**config.mk**
```make
export PLATFORM = sky130hd
export DESIGN_NAME = sic_sqrt_cell
export DESIGN_NICKNAME = d
export VERILOG_FILES = /design/src/hdl/sic_pkg.sv /design/src/hdl/sic_sqrt_cell.sv
export VERILOG_INCLUDE_DIRS = /design/src /design/src/hdl
export SDC_FILE = /design/constraint.sdc
export NUM_CORES = 1
export LEC_CHECK = 0
export BUFFER_PORTS_ARGS = -buffer_cell sky130_fd_sc_hd__buf_2
export CAP_MARGIN = 20
export CORE_AREA = 2 2 354 356
export DETAILED_ROUTE_END_ITERATION = 8
export DIE_AREA = 0 0 356 358
export GPL_TIMING_DRIVEN = 0
export SYNTH_ARGS = -nofsm -noshare
export SYNTH_HDL_FRONTEND = slang
export SYNTH_SLANG_ARGS = --single-unit
export TNS_END_PERCENT = 5
```
**constraint.sdc**
```tcl
create_clock -name aclk -period 3.01 [get_ports aclk]
set_clock_uncertainty 0.05 [all_clocks]
set_input_delay 0.4515 -clock aclk [delete_from_list [all_inputs] [get_ports aclk]]
set_output_delay 0.4515 -clock aclk [all_outputs]
set_load 0.02 [all_outputs]
```
**src/hdl/assert_macros.svh**
```systemverilog
// Assertion macros shared by the segment/circle intersection RTL
`ifndef ASSERT_MACROS_SVH
`define ASSERT_MACROS_SVH

// ante holds -> cons holds in the same cycle
`define SIC_ASSERT_IMP(lbl, clk, rstn, ante, cons, msg) \
    lbl: assert property (@(posedge clk) disable iff (!rstn) (ante) |-> (cons)) \
        else $error(msg);

// ante holds -> cons holds in the next cycle
`define SIC_ASSERT_NXT(lbl, clk, rstn, ante, cons, msg) \
    lbl: assert property (@(posedge clk) disable iff (!rstn) (ante) |=> (cons)) \
        else $error(msg);

`endif

```
**src/hdl/sic_pkg.sv**
```systemverilog
// Types and constants for the segment/circle intersection pipeline
package sic_pkg;

    localparam int T_BITS     = 30;
    localparam int SQRT_CELLS = 51;
    localparam int DIV_CELLS  = 30;
    localparam int DISC_W     = 102;
    localparam int ROOT_W     = 51;
    localparam int SREM_W     = 53;
    localparam int A_W        = 50;
    localparam int H_W        = 51;
    localparam int DREM_W     = 51;
    localparam int Q_W        = 31;

    typedef struct packed {
        logic signed [23:0] sx;
        logic signed [23:0] sy;
        logic signed [23:0] cx;
        logic signed [23:0] cy;
        logic signed [24:0] dx;
        logic signed [24:0] dy;
        logic [A_W-1:0]     a;
        logic signed [H_W-1:0] h;
        logic               live;
    } ctx_t;

    typedef struct packed {
        logic [SREM_W-1:0] rem;
        logic [ROOT_W-1:0] root;
        logic [DISC_W-1:0] dsh;
        ctx_t              ctx;
    } sq_t;

    typedef struct packed {
        logic [DREM_W-1:0] rem;
        logic [Q_W-1:0]    q;
        ctx_t              ctx;
    } dv_t;

endpackage

```
**src/hdl/sic_sqrt_cell.sv**
```systemverilog
// One bit of the pipelined integer square root of the discriminant
`include "assert_macros.svh"

module sic_sqrt_cell (
    input  logic          aclk,
    input  logic          aresetn,
    input  logic          en,
    input  logic          in_valid,
    input  sic_pkg::sq_t  in_data,
    output logic          out_valid,
    output sic_pkg::sq_t  out_data
);
    import sic_pkg::*;

    logic              v_reg;
    sq_t               d_reg;
    sq_t               d_next;
    logic [SREM_W+1:0] cur;
    logic [SREM_W+1:0] trial;
    logic [SREM_W+1:0] diff;

    always_comb begin
        cur    = {in_data.rem, in_data.dsh[DISC_W-1 -: 2]};
        trial  = {2'b00, in_data.root, 2'b01};
        diff   = cur - trial;
        d_next = in_data;
        d_next.dsh = {in_data.dsh[DISC_W-3:0], 2'b00};
        if (cur >= trial) begin
            d_next.rem  = diff[SREM_W-1:0];
            d_next.root = {in_data.root[ROOT_W-2:0], 1'b1};
        end else begin
            d_next.rem  = cur[SREM_W-1:0];
            d_next.root = {in_data.root[ROOT_W-2:0], 1'b0};
        end
    end

    always_ff @(posedge aclk) begin
        if (!aresetn) begin
            v_reg <= 1'b0;
        end else if (en) begin
            v_reg <= in_valid;
        end
    end

    always_ff @(posedge aclk) begin
        if (en) begin
            d_reg <= d_next;
        end
    end

    assign out_valid = v_reg;
    assign out_data  = d_reg;

    `SIC_ASSERT_IMP(a_sqrt_rem, aclk, aresetn, v_reg, d_reg.rem <= {1'b0, d_reg.root, 1'b0}, "sqrt remainder above 2*root")
endmodule

```
==> impl_metrics.csv <==
group,metric,value,unit
status,status,"finished, violations left",
status,violations,"setup timing",
cells_and_area,area_growth_syn_to_layout,81.0,%
logic_synthesis,postSynthRegisterBits,453,
clocking,total_clock_sinks,453,
critical_path,crit_path_cell_trace,"buf_4 -> inv_2 -> ha_4 -> a21oi_4 -> o21ai_4 -> or3_4 -> nor3_4 -> buf_12 -> o41ai_4 -> a21oi_4 -> o31ai_4 -> buf_6 -> a31oi_4 -> buf_8 -> buf_12 -> mux2_4",
drt,via_per_inst,3.69,
global_routing,first_global_vias,15700,
timing,setup_viol_count_final,6,
critical_path,crit_fanout,7,
clocking,clockRootBuffer,"sky130_fd_sc_hd__clkbuf_16",
cells_and_area,drive_gt1_share,44.7,%
critical_path,max_stage_delay,390,ps
floorplanning,die_h,358,um
worst_hold_path,hold-path-cell-count,3,
place,io_buffer_count,910,
clocking,cts_inserted_buffers,58,
worst_hold_path,hold_path_end,"out_data[421]",
drt,drt-wirelength-per-cell,26.1,um
floorplanning,core_area,0.123,mm^2
logic_synthesis,post_synth_edffs,452,
timing,final_max_slew_viol_count,0,
critical_path,worst_path_dominant_cell_family,"compound AO/OA/AOI/OAI gates",
cells_and_area,finalInstanceArea,0.0315,mm^2
critical_path,arrival,3410,ps
floorplanning,die-area,0.127,mm^2
logic_synthesis,avgSynthCellArea,16.3,um^2
power,power_density,604,mW/mm^2
place,hpwl_after_detailed_placement,89300,um
timing,whs,68.2,ps
clocking,tritoncts_clock_tree,"built",
power,peakVddDrop,0.610,mV
power,power.total,0.0190,W
clocking,clk_transition_reported_paths,60,ps
global_routing,grt.overflow.total,0,
flow_run,maxCapViolCount,0,
global_routing,grt_max_degree,111,
drt,drt_first_pass_iters,5,
worst_hold_path,holdCritPathClass,"primary input to flip-flop",
worst_hold_path,holdCritStartpoint,"in_data[419]",
timing,tightestPinTransition,711,ps
critical_path,reg2reg_to,"out_valid",
logic_synthesis,dominantRegCellSynth,"sky130_fd_sc_hd__edfxtp_1",
cells_and_area,layout.nets,3003,
drt,post-route-drc-count,0,
critical_path,count_of_cell_instances_traversed_by_the_critical_path,16,
clocking,cts_buffer_depth,3,
critical_path,r2r_cells,3,
drt,postRouteWirelength,110000,um
logic_synthesis,synthesized_area,0.0174,mm^2
critical_path,buf_inv_on_cp,6,
timing,unrepaired_setup_endpoints_after_global_routing,"yes",
timing,hold_violations,0,
logic_synthesis,asyncSetResetFlopFracSynth,0,%
global_routing,groute.usage.overall,16.3,%
critical_path,r2r-start,"out_valid",
logic_synthesis,yosysWarningCount,0,
logic_synthesis,synth.distinct_cells,62,
clocking,clkLatencyLatePin,660,ps
place,placedInstanceArea,0.0242,mm^2
floorplanning,ios,913,
floorplanning,chipWidth,356,um
critical_path,critPathCaptureType,"flip-flop",
drt,drtIter0Drc,1100,
place,placement.setup.worst_slack,-2510,ps
clocking,htree_num_levels,2,
timing,timing.max_slew.rel_slack,52.6,%
floorplanning,rows,129,
timing,fin_crit_sh,101,%
critical_path,critical-path-slowest-cell,"sky130_fd_sc_hd__or3_4",
critical_path,worst_ep_required_time,3370,ps
timing,fin_ws,-42.4,ps
power,power.static_leakage,12.8,nW
critical_path,regToRegSetupSlack,1810,ps
drt,route.antenna.remaining_nets,0,
timing,maxClockFrequency,328,MHz
drt,detailroute.via_count,15500,
floorplanning,initial_utilization,14.1,%
logic_synthesis,yosysSeqAreaShare,78.2,%
critical_path,timing.setup.critical_path_class,"primary input to flip-flop",
global_routing,grt_first_pass_wirelength,139000,um
global_routing,initial_antenna_violation_count,69,
logic_synthesis,syn_inst,1067,
timing,finalCriticalPeriod,3050,ps
place,gp_congestion,0.877,
critical_path,crit_path_launch_type,"primary input",
-- layer usage --
layer  vias to the layer above  routed length [um]  global-route usage (%)
li1                       6951                   -                       -
met2                       750               52000                    27.6
met1                      7597               40300                    17.7
met4                        32                4360                    5.58
met5                         -                 198                       0
met3                       195               13100                    8.20
-- layout make-up --
type                    count  area [um^2]
clock inverters            39          484
diodes                     30         75.1
flip-flops and latches    453        13600
clock buffers              68         1510
inverters                  66          255
plain buffers              24          263
fillers                 13000        91800
well taps                1637         2050
multi-input cells         524         4020
repair buffers           1365         9220
-- placed cells by master, fill, tap and decap left out, types with 16 or more instances in the layout --
cell type / netlist / layout
sky130_fd_sc_hd__inv_1: 66 / 56
sky130_fd_sc_hd__diode_2: 0 / 30
sky130_fd_sc_hd__xnor2_1: 31 / 31
sky130_fd_sc_hd__buf_4: 5 / 21
sky130_fd_sc_hd__o21ai_0: 78 / 44
sky130_fd_sc_hd__dlygate4sd3_1: 0 / 430
sky130_fd_sc_hd__clkbuf_1: 12 / 16
sky130_fd_sc_hd__o21ai_1: 3 / 24
sky130_fd_sc_hd__xor2_1: 17 / 17
sky130_fd_sc_hd__clkbuf_16: 0 / 60
sky130_fd_sc_hd__ha_4: 0 / 19
sky130_fd_sc_hd__nor2_1: 26 / 25
sky130_fd_sc_hd__ha_1: 53 / 34
sky130_fd_sc_hd__nand2_1: 87 / 77
sky130_fd_sc_hd__a21oi_1: 67 / 56
sky130_fd_sc_hd__edfxtp_1: 452 / 452
sky130_fd_sc_hd__buf_2: 4 / 902
-- tightest hold or removal path, delay by kind of cell --
kind	cells	cell delay, ps
and+or+nand+nor	1	50
AOI/OAI and AO/OA	1	50
buffers and inverters	1	120
-- flip-flops by register name (all words and copies together) (netlist names) --
| register | flops |
|---|---|
| out_data | 452 |
| out_valid | 1 |
-- cells in the mapped netlist, types with 6 or more instances --
| cell type | n | area (um^2) |
|---|---|---|
| sky130_fd_sc_hd__a31oi_1 | 10 | 62.6 |
| sky130_fd_sc_hd__o21bai_1 | 10 | 75.1 |
| sky130_fd_sc_hd__edfxtp_1 | 452 | 13600 |
| sky130_fd_sc_hd__nand2b_1 | 8 | 50.1 |
| sky130_fd_sc_hd__nand3_1 | 14 | 70.1 |
| sky130_fd_sc_hd__xnor2_1 | 31 | 272 |
| sky130_fd_sc_hd__nor2_1 | 26 | 97.6 |
| sky130_fd_sc_hd__o21ai_0 | 78 | 390 |
| sky130_fd_sc_hd__xor2_1 | 17 | 149 |
| sky130_fd_sc_hd__nand2_1 | 87 | 327 |
| sky130_fd_sc_hd__ha_1 | 53 | 663 |
| sky130_fd_sc_hd__and3_1 | 6 | 37.5 |
| sky130_fd_sc_hd__or3_1 | 7 | 43.8 |
| sky130_fd_sc_hd__clkbuf_1 | 12 | 45.0 |
| sky130_fd_sc_hd__a21oi_1 | 67 | 335 |
| sky130_fd_sc_hd__a21o_1 | 14 | 105 |
| sky130_fd_sc_hd__nand4_1 | 10 | 62.6 |
| sky130_fd_sc_hd__nor3_1 | 12 | 60.1 |
| sky130_fd_sc_hd__and2_1 | 7 | 43.8 |
| sky130_fd_sc_hd__inv_1 | 66 | 248 |
-- per-stage QoR --
step / instances / TNS [ps] / utilization (%)
4_1_cts: 4173 / 0 / 25.2
5_1_grt: 4204 / -2600 / 25.5
3_3_place_gp: 3615 / -2829940 / 19.5
6_report: 4206 / -115 / 25.5
3_5_place_dp: 3620 / -106960 / 19.6
2_1_floorplan: 1068 / -2730 / -
-- worst max-delay path by stage --
stage,endpoint,start,slack (ps)
detailed placement,out_data[408],in_data[370],-2510
global placement,out_valid,en,-6230
global route,out_data[414],in_data[361],-110
finish,out_data[415],in_data[368],-40
floorplan,out_data[415],in_data[417],-190
CTS,out_data[452],in_data[364],8
-- logic make-up after synthesis --
logic type / count (synthesis) / share of synthesized area, %
other: 1 / 0.0216
adders and majority gates: 53 / 3.81
DFF: 453 / 78.2
and+or+nand+nor: 192 / 5.20
xor gates and xnor gates: 48 / 2.42
AOI/OAI and AO/OA: 224 / 7.85
buffers and inverters: 91 / 2.20
muxes: 5 / 0.309
-- timing repair --
action / in CTS / in global routing
hold endpoints to repair: 429 / 0
hold buffers: 430 / 0
setup buffers: 17 / 4
gates cloned: 1 / 0
pin swaps: 15 / 16
endpoints found under the setup margin: 54 / 53
gates resized for setup: 96 / 95
-- report_power, final --
| group | leakage [nW] | internal [W] | switching (W) | total (W) |
|---|---|---|---|---|
| clock network | 0.947 | 0.00431 | 0.00310 | 0.00741 |
| logic | 7.43 | 0.00146 | 0.00239 | 0.00385 |
| registers | 4.43 | 0.00760 | 0.000150 | 0.00775 |
No activity file was read; power rests on OpenSTA's default activity.
