$ cat src/hdl/assert_macros.svh
// Assertion macros shared by the segment/circle intersection RTL
`ifndef ASSERT_MACROS_SVH
`define ASSERT_MACROS_SVH

// ante holds -> cons holds in the same cycle
`define SIC_ASSERT_IMP(lbl, clk, rstn, ante, cons, msg) \
    lbl: assert property (@(posedge clk) disable iff (!rstn) (ante) |-> (cons)) \
        else $error(msg);

// ante holds -> cons holds in the next cycle
`define SIC_ASSERT_NXT(lbl, clk, rstn, ante, cons, msg) \
    lbl: assert property (@(posedge clk) disable iff (!rstn) (ante) |=> (cons)) \
        else $error(msg);

`endif

$ cat src/hdl/sic_pkg.sv
// Types and constants for the segment/circle intersection pipeline
package sic_pkg;

    localparam int T_BITS     = 30;
    localparam int SQRT_CELLS = 51;
    localparam int DIV_CELLS  = 30;
    localparam int DISC_W     = 102;
    localparam int ROOT_W     = 51;
    localparam int SREM_W     = 53;
    localparam int A_W        = 50;
    localparam int H_W        = 51;
    localparam int DREM_W     = 51;
    localparam int Q_W        = 31;

    typedef struct packed {
        logic signed [23:0] sx;
        logic signed [23:0] sy;
        logic signed [23:0] cx;
        logic signed [23:0] cy;
        logic signed [24:0] dx;
        logic signed [24:0] dy;
        logic [A_W-1:0]     a;
        logic signed [H_W-1:0] h;
        logic               live;
    } ctx_t;

    typedef struct packed {
        logic [SREM_W-1:0] rem;
        logic [ROOT_W-1:0] root;
        logic [DISC_W-1:0] dsh;
        ctx_t              ctx;
    } sq_t;

    typedef struct packed {
        logic [DREM_W-1:0] rem;
        logic [Q_W-1:0]    q;
        ctx_t              ctx;
    } dv_t;

endpackage

$ cat src/hdl/sic_div_cell.sv
// One quotient bit of the pipelined fractional divide n / a
`include "assert_macros.svh"

module sic_div_cell (
    input  logic          aclk,
    input  logic          aresetn,
    input  logic          en,
    input  logic          in_valid,
    input  sic_pkg::dv_t  in_data,
    output logic          out_valid,
    output sic_pkg::dv_t  out_data
);
    import sic_pkg::*;

    logic              v_reg;
    dv_t               d_reg;
    dv_t               d_next;
    logic [DREM_W:0]   cur;
    logic [DREM_W:0]   den;
    logic [DREM_W:0]   diff;

    always_comb begin
        cur    = {in_data.rem, 1'b0};
        den    = {{(DREM_W + 1 - A_W){1'b0}}, in_data.ctx.a};
        diff   = cur - den;
        d_next = in_data;
        if (cur >= den) begin
            d_next.rem = diff[DREM_W-1:0];
            d_next.q   = {in_data.q[Q_W-2:0], 1'b1};
        end else begin
            d_next.rem = cur[DREM_W-1:0];
            d_next.q   = {in_data.q[Q_W-2:0], 1'b0};
        end
    end

    always_ff @(posedge aclk) begin
        if (!aresetn) begin
            v_reg <= 1'b0;
        end else if (en) begin
            v_reg <= in_valid;
        end
    end

    always_ff @(posedge aclk) begin
        if (en) begin
            d_reg <= d_next;
        end
    end

    assign out_valid = v_reg;
    assign out_data  = d_reg;

    `SIC_ASSERT_IMP(a_div_rem, aclk, aresetn, v_reg && d_reg.ctx.live, d_reg.rem < {1'b0, d_reg.ctx.a}, "divide remainder not below divisor")
endmodule

$ cat config.mk
export PLATFORM = sky130hd
export DESIGN_NAME = sic_div_cell
export DESIGN_NICKNAME = d
export VERILOG_FILES = /design/src/hdl/sic_pkg.sv /design/src/hdl/sic_div_cell.sv
export VERILOG_INCLUDE_DIRS = /design/src /design/src/hdl
export SDC_FILE = /design/constraint.sdc
export NUM_CORES = 1
export LEC_CHECK = 0
export ABC_AREA = 1
export BUFFER_PORTS_ARGS = -buffer_cell sky130_fd_sc_hd__buf_2
export CAP_MARGIN = 15
export CELL_PAD_IN_SITES_DETAIL_PLACEMENT = 0
export CELL_PAD_IN_SITES_GLOBAL_PLACEMENT = 1
export CORE_AREA = 2 2 257 259
export CTS_BUF_LIST = sky130_fd_sc_hd__clkbuf_8 sky130_fd_sc_hd__clkbuf_16
export DETAILED_ROUTE_END_ITERATION = 8
export DIE_AREA = 0 0 259 261
export HOLD_SLACK_MARGIN = 0.1
export PLACE_DENSITY = 0.57
export SLEW_MARGIN = 5
export SYNTH_ARGS = -nofsm -noshare
export SYNTH_HDL_FRONTEND = slang
export SYNTH_SLANG_ARGS = --single-unit
$ cat constraint.sdc
create_clock -name aclk -period 4 [get_ports aclk]
set_input_delay 0.4 -clock aclk [delete_from_list [all_inputs] [get_ports aclk]]
set_output_delay 0.4 -clock aclk [all_outputs]
set_load 0.005 [all_outputs]
==> results.py, run 1 <==
metrics = {
    "run_status": {
        "status": "finished, final reports clean",
    },
    "clock_tree": {
        "cts_made_buffers": 41,
        "cts_max_level": 2,
        "cts_sinks": 331,
        "cts.root.buffer_cell": "clkbuf_16",
        "cts.clk_slew.worst_paths_ns": 0.06,
        "clock_path_buffers": 3,
        "insertion_delay_ns": 0.56,
        "post-cts-setup-buffers": 0,
        "tritoncts": "done",
    },
    "die": {
        "die-area_sq_um": 67600,
        "io_pins": 665,
        "core_region_area_sq_um": 65000,
        "std_cell_rows": 94,
        "fp.dieW_um": 259,
        "dieHeight_um": 261,
        "initial_util_pct": 23.5,
    },
    "setup_path": {
        "critical_path.max_fanout": 28,
        "end_kind": "register",
        "worst_r2r_startpoint": "out_valid",
        "setup.worst_path.start": "in_data[79]",
        "cp.required_ns": 4.31,
        "timing.critical_path.cells": "dlygate4sd3_1, buf_2, inv_1, ha_1, nand2_1, inv_1, a21oi_1, o21ai_1, nand2_1, nand2_1, nand2_1, nand2_2, nor2_4, buf_4, o21ai_1",
        "timing.critical_path.from_type": "input port",
        "worstPathBufferInverterCount": 5,
        "critPathArrivalTime_ns": 3.32,
        "largest_stage_delay_worst_path_ns": 0.60,
        "crit_top_cell": "nand2_1",
        "path_delay_family": "buffers and inverters",
        "cp_slowest_cell": "dlygate4sd3_1",
        "critPathKind": "in2reg",
    },
    "yosys": {
        "portion_of_the_post_synthesis_area_used_by_sequential_elements_pct": 65.0,
        "postSynthNetCount": 1832,
        "post_synth_num_cell_types": 35,
        "netlist.top_cell.by_area": "edfxtp_1",
        "synth_cells": 1447,
        "synthTopCellsByArea": "edfxtp_1, nand2_1, inv_1",
        "synth_async_sr_flop_share_pct": 0,
        "ys_ff_latch": 331,
        "netlist_area_sq_um": 15300,
        "count_of_yosys_warnings_during_synthesis": 0,
        "yosysTopAreaCellShare_pct": 64.9,
        "postSynthAreaPerCell_sq_um": 10.6,
        "dominantRegCellSynth": "edfxtp_1",
        "synth_enable_flop_cells": 330,
    },
    "routing": {
        "firstDrtPassIters": 5,
        "drc": 0,
        "dr_total_vias": 14000,
        "totalWireLength_mm": 80.7,
        "avgViaCountPerCell": 4.17,
        "dr.first_iter.drc_count": 985,
        "remaining_number_of_nets_flagged_by_the_antenna_check_after_routing": 0,
        "post_drt_wl_per_cell_um": 24.1,
    },
    "final_layout": {
        "layout_commonest_cell": "buf_2",
        "multiInputGateArea_sq_um": 4240,
        "filler_cell_count": 6683,
        "finish.net_count": 2825,
        "drive_gt1_share_pct": 31.8,
        "most_frequent_cells_in_the_layout": "buf_2, nand2_1, edfxtp_1",
        "relative_area_change_from_synthesis_to_final_layout_pct": 56.4,
        "ff_latch_area_sq_um": 9930,
        "final_core_utilization_pct": 36.7,
    },
    "sta": {
        "clock.fmax_ghz": 0.332,
        "finalHoldViolCount": 0,
        "finalMaxSlewViolations": 0,
        "slew_headroom_pct": 58.6,
        "setup_viol": 0,
        "setup_repair_after_global_routing_missed_its_margin": "no",
        "worstMarginPinSlew_ns": 0.620,
        "totalNegativeSetupSlack_ns": 0,
        "final_min_period_over_clock_period_pct": 75.4,
        "fin_crit_ns": 3.01,
        "clock_skew_ns": 0,
    },
    "power": {
        "clock_power_share_pct": 36.5,
        "power.sequential.fraction_pct": 44.1,
        "p_int_mw": 6.96,
        "powerDensity_nw_per_um2": 408,
        "post-layout-total-power_mw": 9.75,
        "power_switching_mw": 2.78,
        "irDropWorstVdd_v": 0.000265,
        "leakagePower_nw": 11.2,
        "p_comb_share_pct": 19.3,
        "net_switching_share_of_the_total_power_pct": 28.6,
    },
    "grt": {
        "grt_first_pass_wirelength_mm": 109,
        "first_global_vias": 14500,
        "gr-total-overflow": 0,
        "grt_usage_pct": 23.1,
        "grt_max_degree": 90,
        "antenna_violations_before_repair": 24,
    },
    "min_path": {
        "hold_start": "in_data[75]",
        "hp-class": "in2reg",
    },
    "placed_design": {
        "detailedPlacementHpwl_mm": 66.7,
        "placement.io_buffers": 663,
        "finalWeightedCongestion": 0.896,
    },
    "run": {
        "drv.max_cap_violation_count": 0,
    },
}
==> state kept, by name, summed over array words and instances (netlist names) <==
name       cells
out_data     330
out_valid      1
==> final cells by class <==
type / count / area share [%]
antenna: 14 / 0.147
clock buffer: 42 / 4.40
clock inverter: 32 / 0.880
inverter: 269 / 4.23
multi-input combinational: 837 / 17.8
sequential: 331 / 41.6
tap: 864 / 4.53
timing repair buffer: 960 / 26.5
==> worst paths after layout <==
path                   endpoint  slack (ns)  depth (start not counted)
hold reg to reg       out_valid        1.16                          3
setup / recovery  out_data[287]        0.99                         15
setup reg to reg      out_valid        2.76                          3
hold / removal     out_data[75]        0.13                          1
==> logic make-up after synthesis <==
logic type / share of synthesized area, %
AND/OR/NAND/NOR: 18.7
AO/OA/AOI/OAI: 3.17
XOR/XNOR: 1.66
buffers and inverters: 7.26
adder cells (fa/ha/maj): 4.23
flip-flops: 65.0
==> power groups by stage <==
| stage | Sequential (mW) | Combinational (mW) | Clock (mW) |
|---|---|---|---|
| floorplan | 4.39 | 0.613 | 0 |
| global placement | 4.37 | 1.66 | 0 |
| detailed placement | 4.37 | 1.66 | 0 |
| CTS | 4.31 | 1.92 | 3.68 |
| global route | 4.33 | 2.05 | 3.79 |
| finish | 4.30 | 1.88 | 3.56 |
==> metrics by stage <==
| stage | cell area [sq um] | worst slack, ns | std cells | hold slack (ns) |
|---|---|---|---|---|
| 2_1_floorplan | 15300 | 1.75 | 1447 | 0.493 |
| 3_3_place_gp | 19700 | 0.998 | 2974 | 0.577 |
| 3_5_place_dp | 19700 | 0.992 | 2974 | 0.578 |
| 4_1_cts | 23900 | 1.01 | 3335 | 0.100 |
| 5_1_grt | 23900 | 0.780 | 3342 | 0.105 |
| 6_report | 23900 | 0.986 | 3349 | 0.133 |
==> synth_stat cells, types with 11 or more instances <==
cell type,count
nand3b_1,14
nor2_1,73
inv_1,267
nand2_1,467
nor3_1,11
nand3_1,57
o21ai_0,11
a21oi_1,39
xnor2_1,24
o21ai_2,14
nand2_2,17
ha_1,50
edfxtp_1,330
nor2_2,12
==> routing by layer <==
metal / up-vias / GRT usage (%) / part of all wire (%) / routed length, um
li1: 6700 / - / - / -
met1: 6648 / 26.5 / 39 / 31700
met2: 469 / 40.1 / 49 / 39300
met3: 124 / 6.59 / 7.0 / 5660
met4: 24 / 9.70 / 4.7 / 3770
met5: - / 1.18 / 0.34 / 271
==> what timing repair did <==
item,CTS,global route
resized for setup,0,0
endpoints found under the hold margin,286,0
hold buffers,287,0
Power figures use the tool's default switching activity.
==> run 2, diff against run 1 <==
Clock period 4 ns to 3 ns, I/O delays scaled along.
==> run 2 against run 1 <==
Effect of this change: clock skew stayed put; sequential share of layout area is 0.99 points lower; sequential power is 33% higher; clock-buffer cell count stayed put; die area stayed put; final area is 2.4% higher; final cell count is 1.6% higher; worst setup slack worse by 0.71 ns; power is 37% higher; utilization is 0.90 points higher; critical endpoint unchanged.
==> results.py, run 2 (synthesis results as in run 1) <==
metrics = {
    "die": {
        "core_region_area_sq_um": 65000,
        "std_cell_rows": 94,
        "die-area_sq_um": 67600,
        "initial_util_pct": 23.5,
        "dieHeight_um": 261,
        "fp.dieW_um": 259,
        "io_pins": 665,
    },
    "final_layout": {
        "largest_register_ffs": 330,
        "drive_gt1_share_pct": 31.5,
        "multiInputGateArea_sq_um": 4240,
        "relative_area_change_from_synthesis_to_final_layout_pct": 60.2,
        "final_core_utilization_pct": 37.6,
        "layout_commonest_cell": "buf_2",
        "most_frequent_cells_in_the_layout": "buf_2, nand2_1, dlygate4sd3_1, edfxtp_1, inv_1",
        "finish.net_count": 2880,
        "filler_cell_count": 6645,
        "ff_latch_area_sq_um": 9930,
        "final_cell_count_no_fill": 3401,
    },
    "grt": {
        "antenna_violations_before_repair": 21,
        "grt_first_pass_wirelength_mm": 108,
        "grt_usage_pct": 23.0,
        "grt_max_degree": 74,
        "gr-total-overflow": 0,
        "first_global_vias": 14600,
    },
    "routing": {
        "totalWireLength_mm": 80.6,
        "drc": 0,
        "dr_total_vias": 14200,
        "remaining_number_of_nets_flagged_by_the_antenna_check_after_routing": 0,
        "avgViaCountPerCell": 4.17,
        "dr.first_iter.drc_count": 1016,
        "post_drt_wl_per_cell_um": 23.7,
        "firstDrtPassIters": 5,
    },
    "power": {
        "post-layout-total-power_mw": 13.3,
        "clock_power_share_pct": 37.6,
        "irDropWorstVdd_v": 0.000355,
        "p_int_mw": 9.58,
        "p_comb_share_pct": 19.4,
        "power.sequential.fraction_pct": 43.1,
        "net_switching_share_of_the_total_power_pct": 28.1,
        "leakagePower_nw": 11.5,
        "powerDensity_nw_per_um2": 545,
        "power_switching_mw": 3.75,
    },
    "setup_path": {
        "critical_path.reg2reg.endpoint": "out_valid",
        "worst_r2r_startpoint": "out_valid",
        "timing.critical_path.from_type": "input port",
        "ff2ff_path_depth": 3,
        "critPathKind": "in2reg",
        "end_kind": "register",
        "critical_path.max_fanout": 40,
        "cp.required_ns": 3.32,
        "critPathArrivalTime_ns": 3.05,
        "r2r_slack_ns": 1.75,
    },
    "placed_design": {
        "placement.io_buffers": 663,
        "detailedPlacementHpwl_mm": 66.4,
        "finalWeightedCongestion": 0.914,
        "post-place-cells": 2985,
    },
    "sta": {
        "final_min_period_over_clock_period_pct": 90.8,
        "setup_viol": 0,
        "finalMaxSlewViolations": 0,
        "setup_repair_after_global_routing_missed_its_margin": "no",
        "fin_crit_ns": 2.73,
        "totalNegativeSetupSlack_ns": 0,
        "clock.fmax_ghz": 0.367,
        "slew_headroom_pct": 53.2,
        "clock_skew_ns": 0,
        "worstMarginPinSlew_ns": 0.702,
        "finalHoldViolCount": 0,
    },
    "run": {
        "drv.max_cap_violation_count": 0,
    },
    "clock_tree": {
        "insertion_delay_ns": 0.58,
        "post-cts-setup-buffers": 0,
        "cts_sinks": 331,
        "cts_max_level": 2,
        "clock_path_buffers": 3,
        "tritoncts": "done",
        "cts.root.buffer_cell": "clkbuf_16",
        "cts_made_buffers": 42,
        "cts.clk_slew.worst_paths_ns": 0.06,
    },
    "min_path": {
        "worst_hold_path.endpoint": "out_data[102]",
        "hold-path-cell-count": 1,
        "hp-class": "in2reg",
        "hold_start": "en",
    },
    "run_status": {
        "status": "finished, final reports clean",
    },
}
==> run 2: cell count changes in the layout (fill, tap and decap cells not counted), sizes merged <==
cell,change
buf,+11
bufinv,+3
clkinv,-3
dlygate4sd3,+43
inv,-2
==> run 2: critical path, cell delays in order <==
cell           delay (ns)
dlygate4sd3_1        0.62
buf_2                0.22
inv_1                0.06
ha_1                 0.34
nand2_1              0.13
inv_1                0.05
a21oi_1              0.30
o21ai_1              0.16
nand2_1              0.09
nand2_1              0.07
nand2_1              0.10
nand2_2              0.07
nor2_4               0.15
buf_12               0.25
o21ai_1              0.09
==> run 2: final cells by class <==
class | instances | share of cell area, %
Clock inverter | 30 | 1.09
Antenna cell | 14 | 0.143
Sequential cell | 331 | 40.6
Tap cell | 864 | 4.42
Clock buffer | 42 | 4.30
Multi-Input combinational cell | 837 | 17.3
Timing Repair Buffer | 1014 | 28.0
Inverter | 269 | 4.13
==> run 2: repair_timing <==
action | CTS | global route
hold buffers | 330 | 0
endpoints found under the hold margin | 330 | 0
resized for setup | 0 | 0
==> run 2: per-layer routing <==
layer  wire (um)  share of wire, %  up-vias  track usage [%]
li1            -                 -     6799                -
met1       32400                40     6756             27.0
met2       39500                49      499             40.1
met3        4970               6.2      117             5.46
met4        3660               4.5       16             9.79
met5         108              0.13        -            0.556
==> run 2: power by group through the flow <==
| stage | Sequential [mW] | Clock (mW) | Combinational, mW |
|---|---|---|---|
| floorplan | 5.85 | 0 | 0.818 |
| global placement | 5.83 | 0 | 2.23 |
| detailed placement | 5.83 | 0 | 2.23 |
| CTS | 5.75 | 5.17 | 2.64 |
| global route | 5.78 | 5.30 | 2.81 |
| finish | 5.74 | 5.01 | 2.58 |
==> run 2: worst max-delay path by stage <==
stage	startpoint	to	slack, ns	depth (start not counted)
2_1_floorplan	in_data[52]	out_data[290]	0.85	13
3_5_place_dp	in_data[81]	out_data[317]	0.34	14
5_1_grt	in_data[76]	out_data[315]	0.11	15
4_1_cts	in_data[80]	out_data[320]	0.27	15
3_3_place_gp	in_data[81]	out_data[320]	0.33	14
6_report	in_data[78]	out_data[287]	0.27	15
==> run 2: metrics by stage <==
step	hold slack, ns	setup WS [ns]	area (sq um)
floorplan	0.393	0.850	15300
global placement	0.477	0.332	19800
detailed placement	0.478	0.341	19800
CTS	0.240	0.267	24400
global route	0.244	0.114	24500
finish	0.238	0.275	24500
